[src/rtl/slil_pkg.sv]
// Shared constants for the shifted linear interpolation lookup.
package slil_pkg;

  localparam int unsigned MaxPointsDef = 256;
  localparam int unsigned FracBitsDef  = 16;

  localparam int unsigned DataW  = 32;
  localparam int unsigned DivW   = 64;
  localparam int unsigned PosW   = 17;
  localparam int unsigned CountW = 9;
  localparam int unsigned CfgIdxW = 8;

  localparam logic [PosW-1:0]  PosOne        = 17'h10000;
  localparam logic [DataW-1:0] InvVelReset   = 32'h0001_0000;
  localparam logic [CountW-1:0] CountReset   = 9'd2;

  localparam logic REQ_LOAD  = 1'b0;
  localparam logic REQ_QUERY = 1'b1;

  localparam logic [CfgIdxW-1:0] REG_INV_VEL     = 8'd0;
  localparam logic [CfgIdxW-1:0] REG_POINT_COUNT = 8'd1;

  localparam logic [1:0] REGION_BELOW  = 2'd0;
  localparam logic [1:0] REGION_INSIDE = 2'd1;
  localparam logic [1:0] REGION_ABOVE  = 2'd2;

endpackage

[src/rtl/slil_div.sv]
// Restoring divider, one quotient bit per cycle, 64-bit dividend by 32-bit divisor.
module slil_div (
  input  logic                        clk_i,
  input  logic                        rst_ni,
  input  logic                        start_i,
  input  logic [slil_pkg::DivW-1:0]   num_i,
  input  logic [slil_pkg::DataW-1:0]  den_i,
  output logic                        done_o,
  output logic [slil_pkg::DivW-1:0]   quot_o
);

  localparam int unsigned CntW = $clog2(slil_pkg::DivW + 1);

  logic [slil_pkg::DivW-1:0]  quot_q, quot_d;
  logic [slil_pkg::DataW-1:0] rem_q, rem_d;
  logic [slil_pkg::DataW-1:0] den_q, den_d;
  logic [CntW-1:0]            cnt_q, cnt_d;
  logic                       busy_q, busy_d;
  logic                       done_q, done_d;
  logic [slil_pkg::DataW:0]   trial;

  always_comb begin
    quot_d = quot_q;
    rem_d  = rem_q;
    den_d  = den_q;
    cnt_d  = cnt_q;
    busy_d = busy_q;
    done_d = 1'b0;
    trial  = {rem_q, quot_q[slil_pkg::DivW-1]};
    if (start_i) begin
      quot_d = num_i;
      rem_d  = '0;
      den_d  = den_i;
      cnt_d  = CntW'(slil_pkg::DivW);
      busy_d = 1'b1;
    end else if (busy_q) begin
      // remainder stays below the divisor, so the trial fits 33 bits
      if (trial >= {1'b0, den_q}) begin
        rem_d  = slil_pkg::DataW'(trial - {1'b0, den_q});
        quot_d = {quot_q[slil_pkg::DivW-2:0], 1'b1};
      end else begin
        rem_d  = trial[slil_pkg::DataW-1:0];
        quot_d = {quot_q[slil_pkg::DivW-2:0], 1'b0};
      end
      cnt_d = cnt_q - 1'b1;
      if (cnt_q == CntW'(1)) begin
        busy_d = 1'b0;
        done_d = 1'b1;
      end
    end
  end

  always_ff @(posedge clk_i or negedge rst_ni) begin
    if (!rst_ni) begin
      busy_q <= 1'b0;
      done_q <= 1'b0;
      cnt_q  <= '0;
    end else begin
      busy_q <= busy_d;
      done_q <= done_d;
      cnt_q  <= cnt_d;
    end
  end

  always_ff @(posedge clk_i) begin
    quot_q <= quot_d;
    rem_q  <= rem_d;
    den_q  <= den_d;
  end

  assign done_o = done_q;
  assign quot_o = quot_q;

endmodule

[config.mk]
export PLATFORM = sky130hd
export DESIGN_NAME = slil_div
export DESIGN_NICKNAME = d
export VERILOG_FILES = /design/src/rtl/slil_pkg.sv /design/src/rtl/slil_div.sv
export SDC_FILE = /design/constraint.sdc
export NUM_CORES = 1
export LEC_CHECK = 0
export ABC_AREA = 1
export BUFFER_PORTS_ARGS = -buffer_cell sky130_fd_sc_hd__buf_2
export CAP_MARGIN = 10
export CORE_ASPECT_RATIO = 0.75
export CORE_MARGIN = 1
export CORE_UTILIZATION = 38
export DETAILED_ROUTE_END_ITERATION = 6
export GPL_TIMING_DRIVEN = 0
export SYNTH_ARGS = -nofsm -noshare
export SYNTH_HDL_FRONTEND = slang
export SYNTH_SLANG_ARGS = --single-unit
[constraint.sdc]
create_clock -name clk_i -period 3.3 [get_ports clk_i]
set_input_delay 0.33 -clock clk_i [delete_from_list [all_inputs] [get_ports clk_i]]
set_output_delay 0.33 -clock clk_i [all_outputs]
set_load 0.01 [all_outputs]
# Yosys cells after proc, flatten, opt, wreduce, memory -nomap -nowiden
# Cells that the tools add are included.
[totals]
ff_bits = 137
inputBits = 99
elab_cells = 23
[op_classes]
add_sub_neg = 2
magnitude_cmp = 1
eq_ne = 1
mux = 12
n_reduce_logical = 1
[ops]
columns = ["cell", "count"]
rows = [
  ["2-to-1 mux 64 bit", 2],
  [">= comparator 33 x 32 -> 1 bit", 1],
  ["2-to-1 mux 32 bit", 1],
  ["subtractor 32 bit", 1],
  ["2-to-1 mux 7 bit", 2],
  ["== test 7 x 1 -> 1 bit, second input constant", 1],
  ["2-to-1 mux 1 bit", 7],
  ["subtractor 7 x 1 -> 7 bit, second input constant", 1],
  ["nonzero test 2 bit", 1],
]

# Longest topological paths before layout
# Gate-level depths: netlist (run 1).
[logic_depth]
depth_word = 4
ltp_mapped = 17
depth_no_buf = 17

# Worst setup path after synthesis (run 1)
# Ideal clock, no wire load.
[synth_timing]
path_type = "register to register"
startpoint = "register busy_q"
endpoint = "register quot_q, in the netlist quot_o[0], enable pin"
arrival_time_ns = 2.504
required_ns = 2.845
setup_slack_ns = 0.342
path_stages_with_launch = 4
n_path_buf = 1
path_cell_list = "dfrtp_1 nor2_1 inv_1 clkbuf_1"
[synth_via]
elab_chain_cells = 1
[synth_lines]
columns = ["element", "line_no", "source"]
rows = [
  ["start, declared", "slil_div.sv:18", "logic busy_q, busy_d;"],
  ["start signal, assigned", "slil_div.sv:59", "busy_q <= busy_d;"],
  ["nonzero test 2 bit (no line)", "n/a", ""],
  ["end signal, assigned", "slil_div.sv:66", "quot_q <= quot_d;"],
  ["end, declared", "slil_div.sv:14", "logic [slil_pkg::DivW-1:0] quot_q, quot_d;"],
]
# Every way passes these cells.
# A chain may end at the register's enable or synchronous reset.

# Worst setup path after layout (run 1)
[layout_timing]
startpoint = "register den_q[2] in the netlist's numbering"
endpoint = "register rem_q[17] in the netlist's numbering"
[layout_via]
elab_chain_cells = 2
elab_cells_between_ends = 3
classes_between = "add/sub: 1; order compare: 1; mux: 1"
[layout_lines]
columns = ["element", "line_no", "source"]
rows = [
  ["start, declared", "slil_div.sv:16", "logic [slil_pkg::DataW-1:0] den_q, den_d;"],
  ["start signal, assigned", "slil_div.sv:68", "den_q <= den_d;"],
  ["subtractor 32 bit / >= comparator 33 x 32 -> 1 bit (equally long branches)", "slil_div.sv:39, slil_div.sv:38", ""],
  ["2-to-1 mux 32 bit *", "slil_div.sv:38", "if (trial >= {1'b0, den_q}) begin"],
  ["end signal, assigned", "slil_div.sv:67", "rem_q <= rem_d;"],
  ["end, declared", "slil_div.sv:15", "logic [slil_pkg::DataW-1:0] rem_q, rem_d;"],
]
# Mark *: on every way between the ends. The rest lies on a longest branch, timed or not.

==> key figures, run 1 <==
Clock network
  • Clk Latency, worst-skew pair: 450 ps
  • # clock sinks: 137
  • Root Driver: clkbuf_16
  • CTS tree: yes
  • H-tree levels: 4
  • Register clock-pin slew on the reported worst setup and hold paths: 70 ps
  • Post-cts gate resize count: 0
  • Max Root-Sink Buffers: 2
  • Num CTS Buffers: 17

GRT
  • Initial antenna violation count: 1
  • Vias in the first global route: between 6,000 and 7,000
  • Total grt overflow: 0
  • First-pass GRT wire length: 36,300 um
  • Tot GR Track Use: 21.7%
  • Largest net degree at the start of global routing: 66

Cells and area
  • Nets@finish: 1,428
  • Layout fillers: 2,208
  • Share of cells above drive strength 1: 17.4%
  • Final core occ: between 40% and 50%
  • Final antenna diode count: 0
  • Synth-to-layout area growth: 22.1%
  • Finished Layout Cells: around 1,600

Route
  • Met2 Wirelength: 9320 um
  • 1st-iter DRT viols: around 600
  • Metal3 WL: 1820 um
  • Highest metal used: met5
  • Routed len/inst: 14.5 um
  • Via count: 7,482
  • Pre-antenna DRT Iters: 5
  • Vias/cell: 4.69
  • DRT antenna net count: 0
  • DRT met1 WL: 11,700 um
  • Post-Route WL: 23,100 um
  • Drt drc: 0

Critical path
  • Crit path DAT: approximately 2800 ps
  • CP max stage cell: ha_1
  • Crit Path Class: reg2reg
  • Crit-path cells: inv_1 -> ha_1 -> nand2_1 -> nand2_1 -> nand2_1 -> nand2_1 -> nand2_1 -> nand3_2 -> nand2_1 -> nand2_2 -> nand2_2 -> buf_2 -> nand3_1 -> nand3_1 -> o21ai_1
  • Worst reg2reg startpoint: den_q[2]
  • CP max FO: 10
  • Critical Path RT: 3610 ps
  • CP dominant cell by count: nand2_1
  • CP Launch Type: flop
  • Crit path from: den_q[2]
  • Delay of the slowest cell on the worst path: 340 ps
  • Setup crit end kind: flop

Synthesis
  • Syn Inst Count: 1,110
  • Seq/Total Area, Yosys: between 40% and 50%
  • Mapped Area: 8170 um2
  • Seq cells post-synth: around 140
  • Most instantiated cells after synthesis: 492 x nand2_1, 175 x inv_1, 96 x edfxtp_1
  • Leading area contributor after synthesis: edfxtp_1
  • Top FF cell, synth: edfxtp_1
  • Adder-cell share of the synthesized area: under 10%
  • Asr flop ratio synth: 6.57%
  • Post-synthesis xor/xnor area fraction: around 1.5%
  • Syn nets: 1,244
  • EDFF count, synth: 96
  • Synth unique cells: 35
  • Synth Area in Compound Gates: between 3 and 4%
  • Mux contribution to synthesized area: 0%
  • Synth Area in Simple Gates: 33.3%
  • Count leader, synth: nand2_1
  • Syn Area/Cell: ~7.4 um2
  • Largest cells by area after synthesis: edfxtp_1 35%, nand2_1 23%, inv_1 8.0%
  • Largest family of logic cells by synthesized area: simple AND/OR/NAND/NOR gates
  • Synth warnings: 0
  • Top-area cell type share of the netlist area: approximately a third

Placement
  • Setup WS pre-CTS: roughly 720 ps
  • RePlAce Congestion: 0.934
  • Cells after DPL: between 1,500 and 2,000
  • Dpl hpwl: 17,600 um
  • IO Port Bufs: 163

STA
  • Final setup viols: 0
  • RSZ-0062 raised after global routing: false
  • Clk_skew: 21.4 ps
  • Final Hold Fails: 0
  • Setup ws final: 847 ps
  • Fmax: 408 MHz
  • Final worst path period share: 74.3%
  • Minimum clock period: 2450 ps
  • Rel. slew slack: 41.6%
  • Max Slew Vio Count: 0
  • Tightest Pin Transition: 877 ps

Floorplanning
  • Total core area: 21,100 um2
  • Die area: between 20,000 and 25,000 um2
  • Die W: 171 um
  • Cell row count: 46
  • Chip height: 129 um
  • I/O pin total: 164
  • Initial Utilization: 38.7%

Power and ir drop
  • Static Leak: 5.40 nW
  • Power Dens Cells: 704 nW/um2
  • Total power: between 7 and 8 mW
  • Peak VDD IR: about 0.4 mV

Job
  • Max-cap violations: 0

Status
  • Outcome: finished, final reports clean

Min path
  • Hold WC Path Type: in2reg
  • Hold path startpoint: den_i[4]
==> cell usage in the layout (no fill, tap or decap), types with 9 or more instances in the layout <==
cell,count
dfxtp_1,32
buf_2,169
nand2_1,492
o21ai_0,9
clkbuf_1,17
clkbuf_16,19
nand3_1,74
inv_1,175
dfrtp_1,9
o21ai_1,15
ha_1,34
edfxtp_1,96
nor2_1,45
nand3b_1,19
a21oi_1,28
xnor2_1,13
==> flip-flops by register name (all words and copies together) (netlist names) <==
register	cells
busy_q	1
den_q	32
rem_q	32
done_o	1
quot_o	64
cnt_q	7
==> final timing paths <==
| kind | to | slack [ps] | depth (start not counted) |
|---|---|---|---|
| max | rem_q[17] | 850 | 15 |
| min | den_q[4] | 60 | 1 |
| max reg2reg | rem_q[17] | 850 | 15 |
| min reg2reg | rem_q[30] | 470 | 2 |
| max in group asynchronous | cnt_q[5] | 2820 | 2 |
| min in group asynchronous | cnt_q[0] | 290 | 2 |
==> per-stage QoR <==
step	cell area [um2]	TNS, ps	hold WS (ps)
floorplan	8170	0	34.4
global placement	9350	-128050	199
detailed placement	9380	0	197
CTS	9980	0	36.5
global route	9980	0	34.8
finish	9980	0	55.1
==> routing by layer <==
metal / vias to the layer above / GRT usage [%]
li1: 3837 / -
met1: 3378 / 32.2
met2: 239 / 30.4
met3: 26 / 6.00
met4: 2 / 6.20
met5: - / 0
==> timing repair <==
action | CTS | global route
buffers inserted | 0 | 0
hold buffers | 1 | 0
setup endpoints to repair | 0 | 0
hold endpoints to repair | 9 | 0
==> kinds of logic after synthesis <==
family / after synthesis
adders and majority gates: 35
and+or+nand+nor: 656
AOI/OAI and AO/OA: 60
DFF: 137
buffers and inverters: 208
xor gates and xnor gates: 14
==> where the power goes <==
group          switching, mW  total, mW  leakage [nW]  internal [mW]
Combinational           1.80       2.82          3.72           1.02
Clock                  0.808       1.90         0.288           1.09
Sequential             0.159       2.30          1.39           2.14
==> area by class of cell <==
type	instances	area, um2	area share (%)
sequential	137	3750	37.6
multi-input combinational	765	3600	36.1
timing repair buffer	165	853	8.55
inverter	179	672	6.73
clock buffer	20	489	4.90
tap	288	360	3.61
buffer	29	150	1.50
clock inverter	12	100	1.00
==> critical path: cells and delay by family, from the launching register on <==
kind,cells,cell delay [ps]
buffers and inverters,2,360
DFF,1,320
AOI/OAI and AO/OA,1,80
and+or+nand+nor,11,1200
adders and majority gates,1,340
Power figures use the tool's default switching activity.
==> run 2, diff against run 1 <==
--- a/config.mk
+++ b/config.mk
@@ -5,7 +5,7 @@
 export SDC_FILE = /design/constraint.sdc
 export NUM_CORES = 1
 export LEC_CHECK = 0
-export ABC_AREA = 1
+export ABC_AREA = 0
 export BUFFER_PORTS_ARGS = -buffer_cell sky130_fd_sc_hd__buf_2
 export CAP_MARGIN = 10
 export CORE_ASPECT_RATIO = 0.75
==> constraint.sdc (replaced) <==
create_clock -name clk_i -period 2.4 [get_ports clk_i]
set_input_delay 0.24 -clock clk_i [delete_from_list [all_inputs] [get_ports clk_i]]
set_output_delay 0.24 -clock clk_i [all_outputs]
set_load 0.01 [all_outputs]
==> key figures, run 2 <==
Critical path
  • Crit-path cells: buf_4 -> fa_2 -> nand2b_4 -> a21o_1 -> a21oi_4 -> nor3_4 -> o31ai_4 -> a31oi_1 -> xor2_1 -> a21oi_1 -> a22o_1
  • Setup crit end kind: flop
  • Delay of the slowest cell on the worst path: roughly 440 ps
  • Critical Path Sink: rem_q[28]
  • Crit path from: den_q[1]
  • Worst flop-to-flop path endpoint: rem_q[28]
  • Crit path DAT: 3030 ps
  • R2r worst-path depth: 11
  • Crit Path Class: reg2reg
  • CP Launch Type: flop
  • CP max FO: 3
  • Flop2flop setup slack: -320 ps
  • Worst reg2reg startpoint: den_q[1]
  • Critical Path RT: 2710 ps
  • CP max stage cell: edfxtp_1

Status
  • Outcome: finished with violations
  • Failing checks: negative setup slack

Synthesis
  • Top-area cell type share of the netlist area: between 40% and 50%
  • Synth warnings: 0
  • Seq/Total Area, Yosys: 52.1%
  • Most instantiated cells after synthesis: 96 x edfxtp_1, 65 x mux2_2, 52 x nor2_1
  • Synth unique cells: 56
  • Largest cells by area after synthesis: edfxtp_1 40%, mux2_2 10%, dfxtp_1 8.9%
  • Seq cells post-synth: roughly 140
  • Syn nets: 762
  • Top FF cell, synth: edfxtp_1
  • Leading area contributor after synthesis: edfxtp_1
  • Syn Inst Count: roughly 630
  • Syn Area/Cell: 11.4 um2
  • Mapped Area: 7190 um2
  • Count leader, synth: edfxtp_1
  • EDFF count, synth: 96
  • Asr flop ratio synth: ~6.6%

Cells and area
  • Most frequent cells in the layout: 163 x buf_2, 96 x edfxtp_1, 64 x mux2_2
  • Layout fillers: about 1,600
  • Final core occ: 54.9%
  • Nets@finish: 1,008
  • Commonest non-fill, non-tap cell in the layout: buf_2
  • Max reg flops: 64
  • Post-route cell area: 10,200 um2
  • Share of cells above drive strength 1: 42.2%
  • Sequential Area: 3750 um2
  • Synth-to-layout area growth: 41.3%
  • Combined area of the multi-input logic cells: 3640 um2
  • Final antenna diode count: 0

GRT
  • Initial antenna violation count: 1
  • Largest net degree at the start of global routing: 35
  • Tot GR Track Use: just under 20%
  • First-pass GRT wire length: 29,100 um
  • Total grt overflow: 0
  • Vias in the first global route: ~5,600

Clock network
  • Register clock-pin slew on the reported worst setup and hold paths: approximately 70 ps
  • Num CTS Buffers: 17
  • # clock sinks: 137
  • Root Driver: clkbuf_16
  • Clk Latency, worst-skew pair: 420 ps
  • Max Root-Sink Buffers: 2
  • CTS tree: yes
  • H-tree levels: 4

Floorplanning
  • Die area: between 15,000 and 20,000 um2
  • Cell row count: 43
  • Chip height: ~120 um
  • Initial Utilization: about two fifths
  • Die W: 161 um
  • Total core area: 18,500 um2
  • I/O pin total: around 160

Power and ir drop
  • Power Dens Cells: 1060 nW/um2
  • Static Leak: 4.17 nW
  • Peak VDD IR: 0.501 mV

STA
  • Tightest Pin Transition: around 700 ps
  • Setup tns final: -8210 ps
  • Fmax: 368 MHz
  • Setup ws final: -320 ps
  • Clk_skew: 13.7 ps
  • Max Slew Vio Count: 0
  • Final setup viols: 33
  • RSZ-0062 raised after global routing: true
  • Minimum clock period: 2720 ps
  • Rel. slew slack: 53.5%
  • Final worst path period share: 113%
  • Final Hold Fails: 0
  • Hold_ws: 113 ps

Route
  • DRT antenna net count: 0
  • 1st-iter DRT viols: 345
  • Via count: between 5,000 and 6,000
  • Pre-antenna DRT Iters: 4
  • Routed len/inst: 16.4 um
  • Drt drc: 0
  • Vias/cell: roughly 5.0
  • Post-Route WL: 18,600 um

Placement
  • Placed cell areas: 8380 um2
  • RePlAce Congestion: 0.859
  • Dpl hpwl: 12,500 um
  • IO Port Bufs: 163

Min path
  • Hold WC Path Type: in2reg

Job
  • Max-cap violations: 0
[run 2: cell count changes after synthesis, moves of 9 or more]
cell	before	now
mux2_2	0	65
inv_1	175	41
nand3_1	74	6
nand2b_1	0	9
nand3b_1	19	1
mux2i_1	0	20
xor2_1	1	11
a211oi_1	0	24
nand2_1	492	41
[run 2: worst max-delay path, delay by kind of cell (launching register included)]
family	cells	cell delay [ps]
AOI/OAI and AO/OA	6	1190
DFF	1	440
adders and majority gates	1	390
and+or+nand+nor	2	240
xor gates and xnor gates	1	190
buffers and inverters	1	170
[run 2: cell families (layout without fill, tap and decap cells)]
logic type | Yosys count | after routing | share of synthesized area (%)
AOI/OAI and AO/OA | 134 | 134 | 12.3
xor gates and xnor gates | 31 | 31 | 3.78
adders and majority gates | 35 | 35 | 6.20
muxes | 85 | 85 | 13.0
DFF | 137 | 137 | 52.1
and+or+nand+nor | 140 | 140 | 8.86
buffers and inverters | 66 | 325 | 3.79
[run 2: metrics by stage]
step	total power, mW	setup slack [ps]	cells
detailed placement	6.66	-601	1039
CTS	10.3	-267	1121
global route	11.4	-444	1134
floorplan	5.78	-64.9	628
global placement	6.64	-1640	1038
finish	10.8	-320	1134
[run 2: final cells by class]
class / instances / area share, %
inverters: 41 / 1.54
clock buffers: 17 / 4.19
repair buffers: 228 / 14.8
clock inverters: 15 / 2.14
well taps: 247 / 3.04
plain buffers: 24 / 1.48
flip-flops and latches: 137 / 36.9
multi-input cells: 425 / 35.9
[run 2: layer usage]
metal	global-route usage, %	up-vias	share of wire (%)
met5	0	-	0.043
met4	6.78	2	1.5
met3	3.79	20	4.9
met2	28.6	132	45
met1	27.8	2722	49
li1	-	2814	-
[run 2: power by group]
part	total (mW)	switching, mW	internal, mW
sequential	3.38	0.353	3.03
combinational	4.52	2.24	2.28
clock	2.87	1.17	1.70
total	10.8	3.76	7.01
[run 2: how the worst min path moves through the flow]
stage	start	to	slack (ps)	cells past startpoint
after floorplan	rst_ni	busy_q	-60	0
after global placement	rst_ni	cnt_q[2]	110	1
after detailed placement	rst_ni	cnt_q[4]	110	1
after CTS	num_i[31]	quot_o[31]	100	2
after global routing	num_i[27]	quot_o[27]	90	2
final	num_i[27]	quot_o[27]	110	2
[run 2: timing repair]
| item | CTS | global route |
|---|---|---|
| endpoints found under the setup margin | 66 | 33 |
| hold buffers | 33 | 0 |
| gates cloned | 3 | 2 |
| pin swaps | 27 | 31 |
| gates resized for setup | 74 | 35 |
| buffers inserted | 14 | 13 |
| hold endpoints to repair | 41 | 0 |
==> run 3, diff against run 2 <==
==> constraint.sdc (replaced) <==
create_clock -name clk_i -period 2.7 [get_ports clk_i]
set_input_delay 0.27 -clock clk_i [delete_from_list [all_inputs] [get_ports clk_i]]
set_output_delay 0.27 -clock clk_i [all_outputs]
set_load 0.01 [all_outputs]
==> key figures, run 3 (synthesized netlist as in run 2, its figures left out) <==
Status
  • Outcome: finished, final reports clean

Critical path
  • Critical Path RT: ~3000 ps
  • Critical path depth: 12
  • CP max FO: 3
  • Cell family with most CP delay: compound AO/OA/AOI/OAI gates
  • Crit path DAT: 2960 ps
  • Buffers & Inverters on Critical Path: 1
  • Flop2flop setup slack: 50 ps
  • Crit-path cells: inv_1 -> ha_2 -> fa_2 -> nand2b_4 -> a21o_1 -> a21oi_4 -> nor3_4 -> o31ai_4 -> a31oi_1 -> xor2_1 -> a21oi_1 -> a22o_1
  • Worst flop-to-flop path endpoint: rem_q[28]
  • Critical Path Sink: rem_q[28]
  • Setup crit end kind: flop
  • CP max stage cell: edfxtp_1
  • Crit path from: quot_o[63]
  • CP Launch Type: flop
  • Crit Path Class: reg2reg
  • R2r worst-path depth: 12
  • Delay of the slowest cell on the worst path: 370 ps
  • Worst reg2reg startpoint: quot_o[63]

Placement
  • RePlAce Congestion: 0.890
  • IO Port Bufs: 163
  • Cells after DPL: 1,039
  • Dpl hpwl: 12,500 um

STA
  • Tightest Pin Transition: 827 ps
  • Max Slew Vio Count: 0
  • Setup tns final: 0 ps
  • Fmax: 377 MHz
  • Final setup viols: 0
  • Final worst path period share: a little over nine tenths
  • Clk_skew: 9.96 ps
  • RSZ-0062 raised after global routing: true
  • Final Hold Fails: 0
  • Rel. slew slack: 44.9%
  • Minimum clock period: about 2600 ps

Cells and area
  • Max reg flops: 64
  • Commonest non-fill, non-tap cell in the layout: buf_2
  • Finished Layout Cells: about 1,100
  • Share of cells above drive strength 1: between 40 and 50%
  • Synth-to-layout area growth: 33.8%
  • Most frequent cells in the layout: 164 x buf_2, 96 x edfxtp_1, 65 x mux2_2
  • Layout fillers: roughly 1,700
  • Final antenna diode count: 0
  • Nets@finish: 973

Clock network
  • CTS tree: yes
  • # clock sinks: about 140
  • Root Driver: clkbuf_16
  • Max Root-Sink Buffers: 2
  • Clk Latency, worst-skew pair: 430 ps
  • Register clock-pin slew on the reported worst setup and hold paths: 70 ps
  • Num CTS Buffers: 17
  • H-tree levels: 4

Floorplanning
  • Cell row count: 43
  • I/O pin total: 164
  • Die area: 19,500 um2
  • Die W: between 150 and 200 um
  • Chip height: 121 um
  • Total core area: 18,500 um2
  • Initial Utilization: 38.8%

Route
  • Routed len/inst: 16.3 um
  • Pre-antenna DRT Iters: 5
  • Via count: 5,531
  • Vias/cell: 5.03
  • 1st-iter DRT viols: about 280
  • DRT antenna net count: 0
  • Post-Route WL: 17,900 um
  • Drt drc: 0

Min path
  • Hold WC Path Type: in2reg

GRT
  • Tot GR Track Use: between 10% and 20%
  • First-pass GRT wire length: 28,100 um
  • Largest net degree at the start of global routing: 44
  • Total grt overflow: 0
  • Vias in the first global route: 5,394
  • Initial antenna violation count: 1

Power and ir drop
  • Total power: 9.11 mW
  • Power Dens Cells: 947 nW/um2
  • Static Leak: 3.96 nW
  • Peak VDD IR: 0.591 mV

Job
  • Max-cap violations: 0
run 3: area by class of cell:
| cell class | count | area (um2) | share of cell area (%) |
|---|---|---|---|
| multi-input combinational | 425 | 3560 | 37.0 |
| tap | 247 | 309 | 3.21 |
| buffer | 23 | 129 | 1.34 |
| timing repair buffer | 194 | 1080 | 11.2 |
| clock inverter | 15 | 218 | 2.26 |
| inverter | 41 | 154 | 1.60 |
| sequential | 137 | 3750 | 39.0 |
| clock buffer | 17 | 425 | 4.42 |
run 3: how the worst min path moves through the flow:
| stage | end | depth (start not counted) | from | slack (ps) |
|---|---|---|---|---|
| 6_report | den_q[16] | 1 | den_i[16] | 20 |
| 5_1_grt | den_q[18] | 1 | den_i[18] | 0.1 |
| 4_1_cts | den_q[12] | 1 | den_i[12] | 2 |
| 3_5_place_dp | done_o | 1 | rst_ni | 140 |
| 3_3_place_gp | done_o | 1 | rst_ni | 130 |
| 2_1_floorplan | busy_q | 0 | rst_ni | -30 |
run 3: metrics by stage:
step	hold slack (ps)	utilization, %	setup slack [ps]	cell area [um2]
after CTS	2.06	49.7	-10.4	9210
after global placement	134	44.9	-1380	8310
after global routing	0.121	52.0	-145	9620
after detailed placement	135	45.0	-450	8330
after floorplan	-25.6	-	41.0	7190
final	18.4	52.0	50.6	9620
run 3: report_power, final:
group / total, mW / internal, mW / switching (mW)
clock: 2.56 / 1.51 / 1.05
combinational: 3.54 / 1.72 / 1.82
sequential: 3.01 / 2.69 / 0.318
total: 9.11 / 5.93 / 3.18
run 3: layer usage:
layer | vias up | global-route usage [%] | share of wire, %
met5 | - | 0 | 0.045
met1 | 2624 | 26.2 | 48
met2 | 153 | 27.1 | 44
met4 | 2 | 5.31 | 0.92
li1 | 2734 | - | -
met3 | 18 | 5.95 | 6.7
run 3: timing repair:
| action | CTS | global route |
|---|---|---|
| cloned | 1 | 0 |
| endpoints found under the setup margin | 33 | 33 |
| hold endpoints to repair | 12 | 2 |
| setup buffers | 11 | 12 |
| hold buffers | 4 | 2 |
| pin swaps | 11 | 33 |
| resized for setup | 23 | 61 |
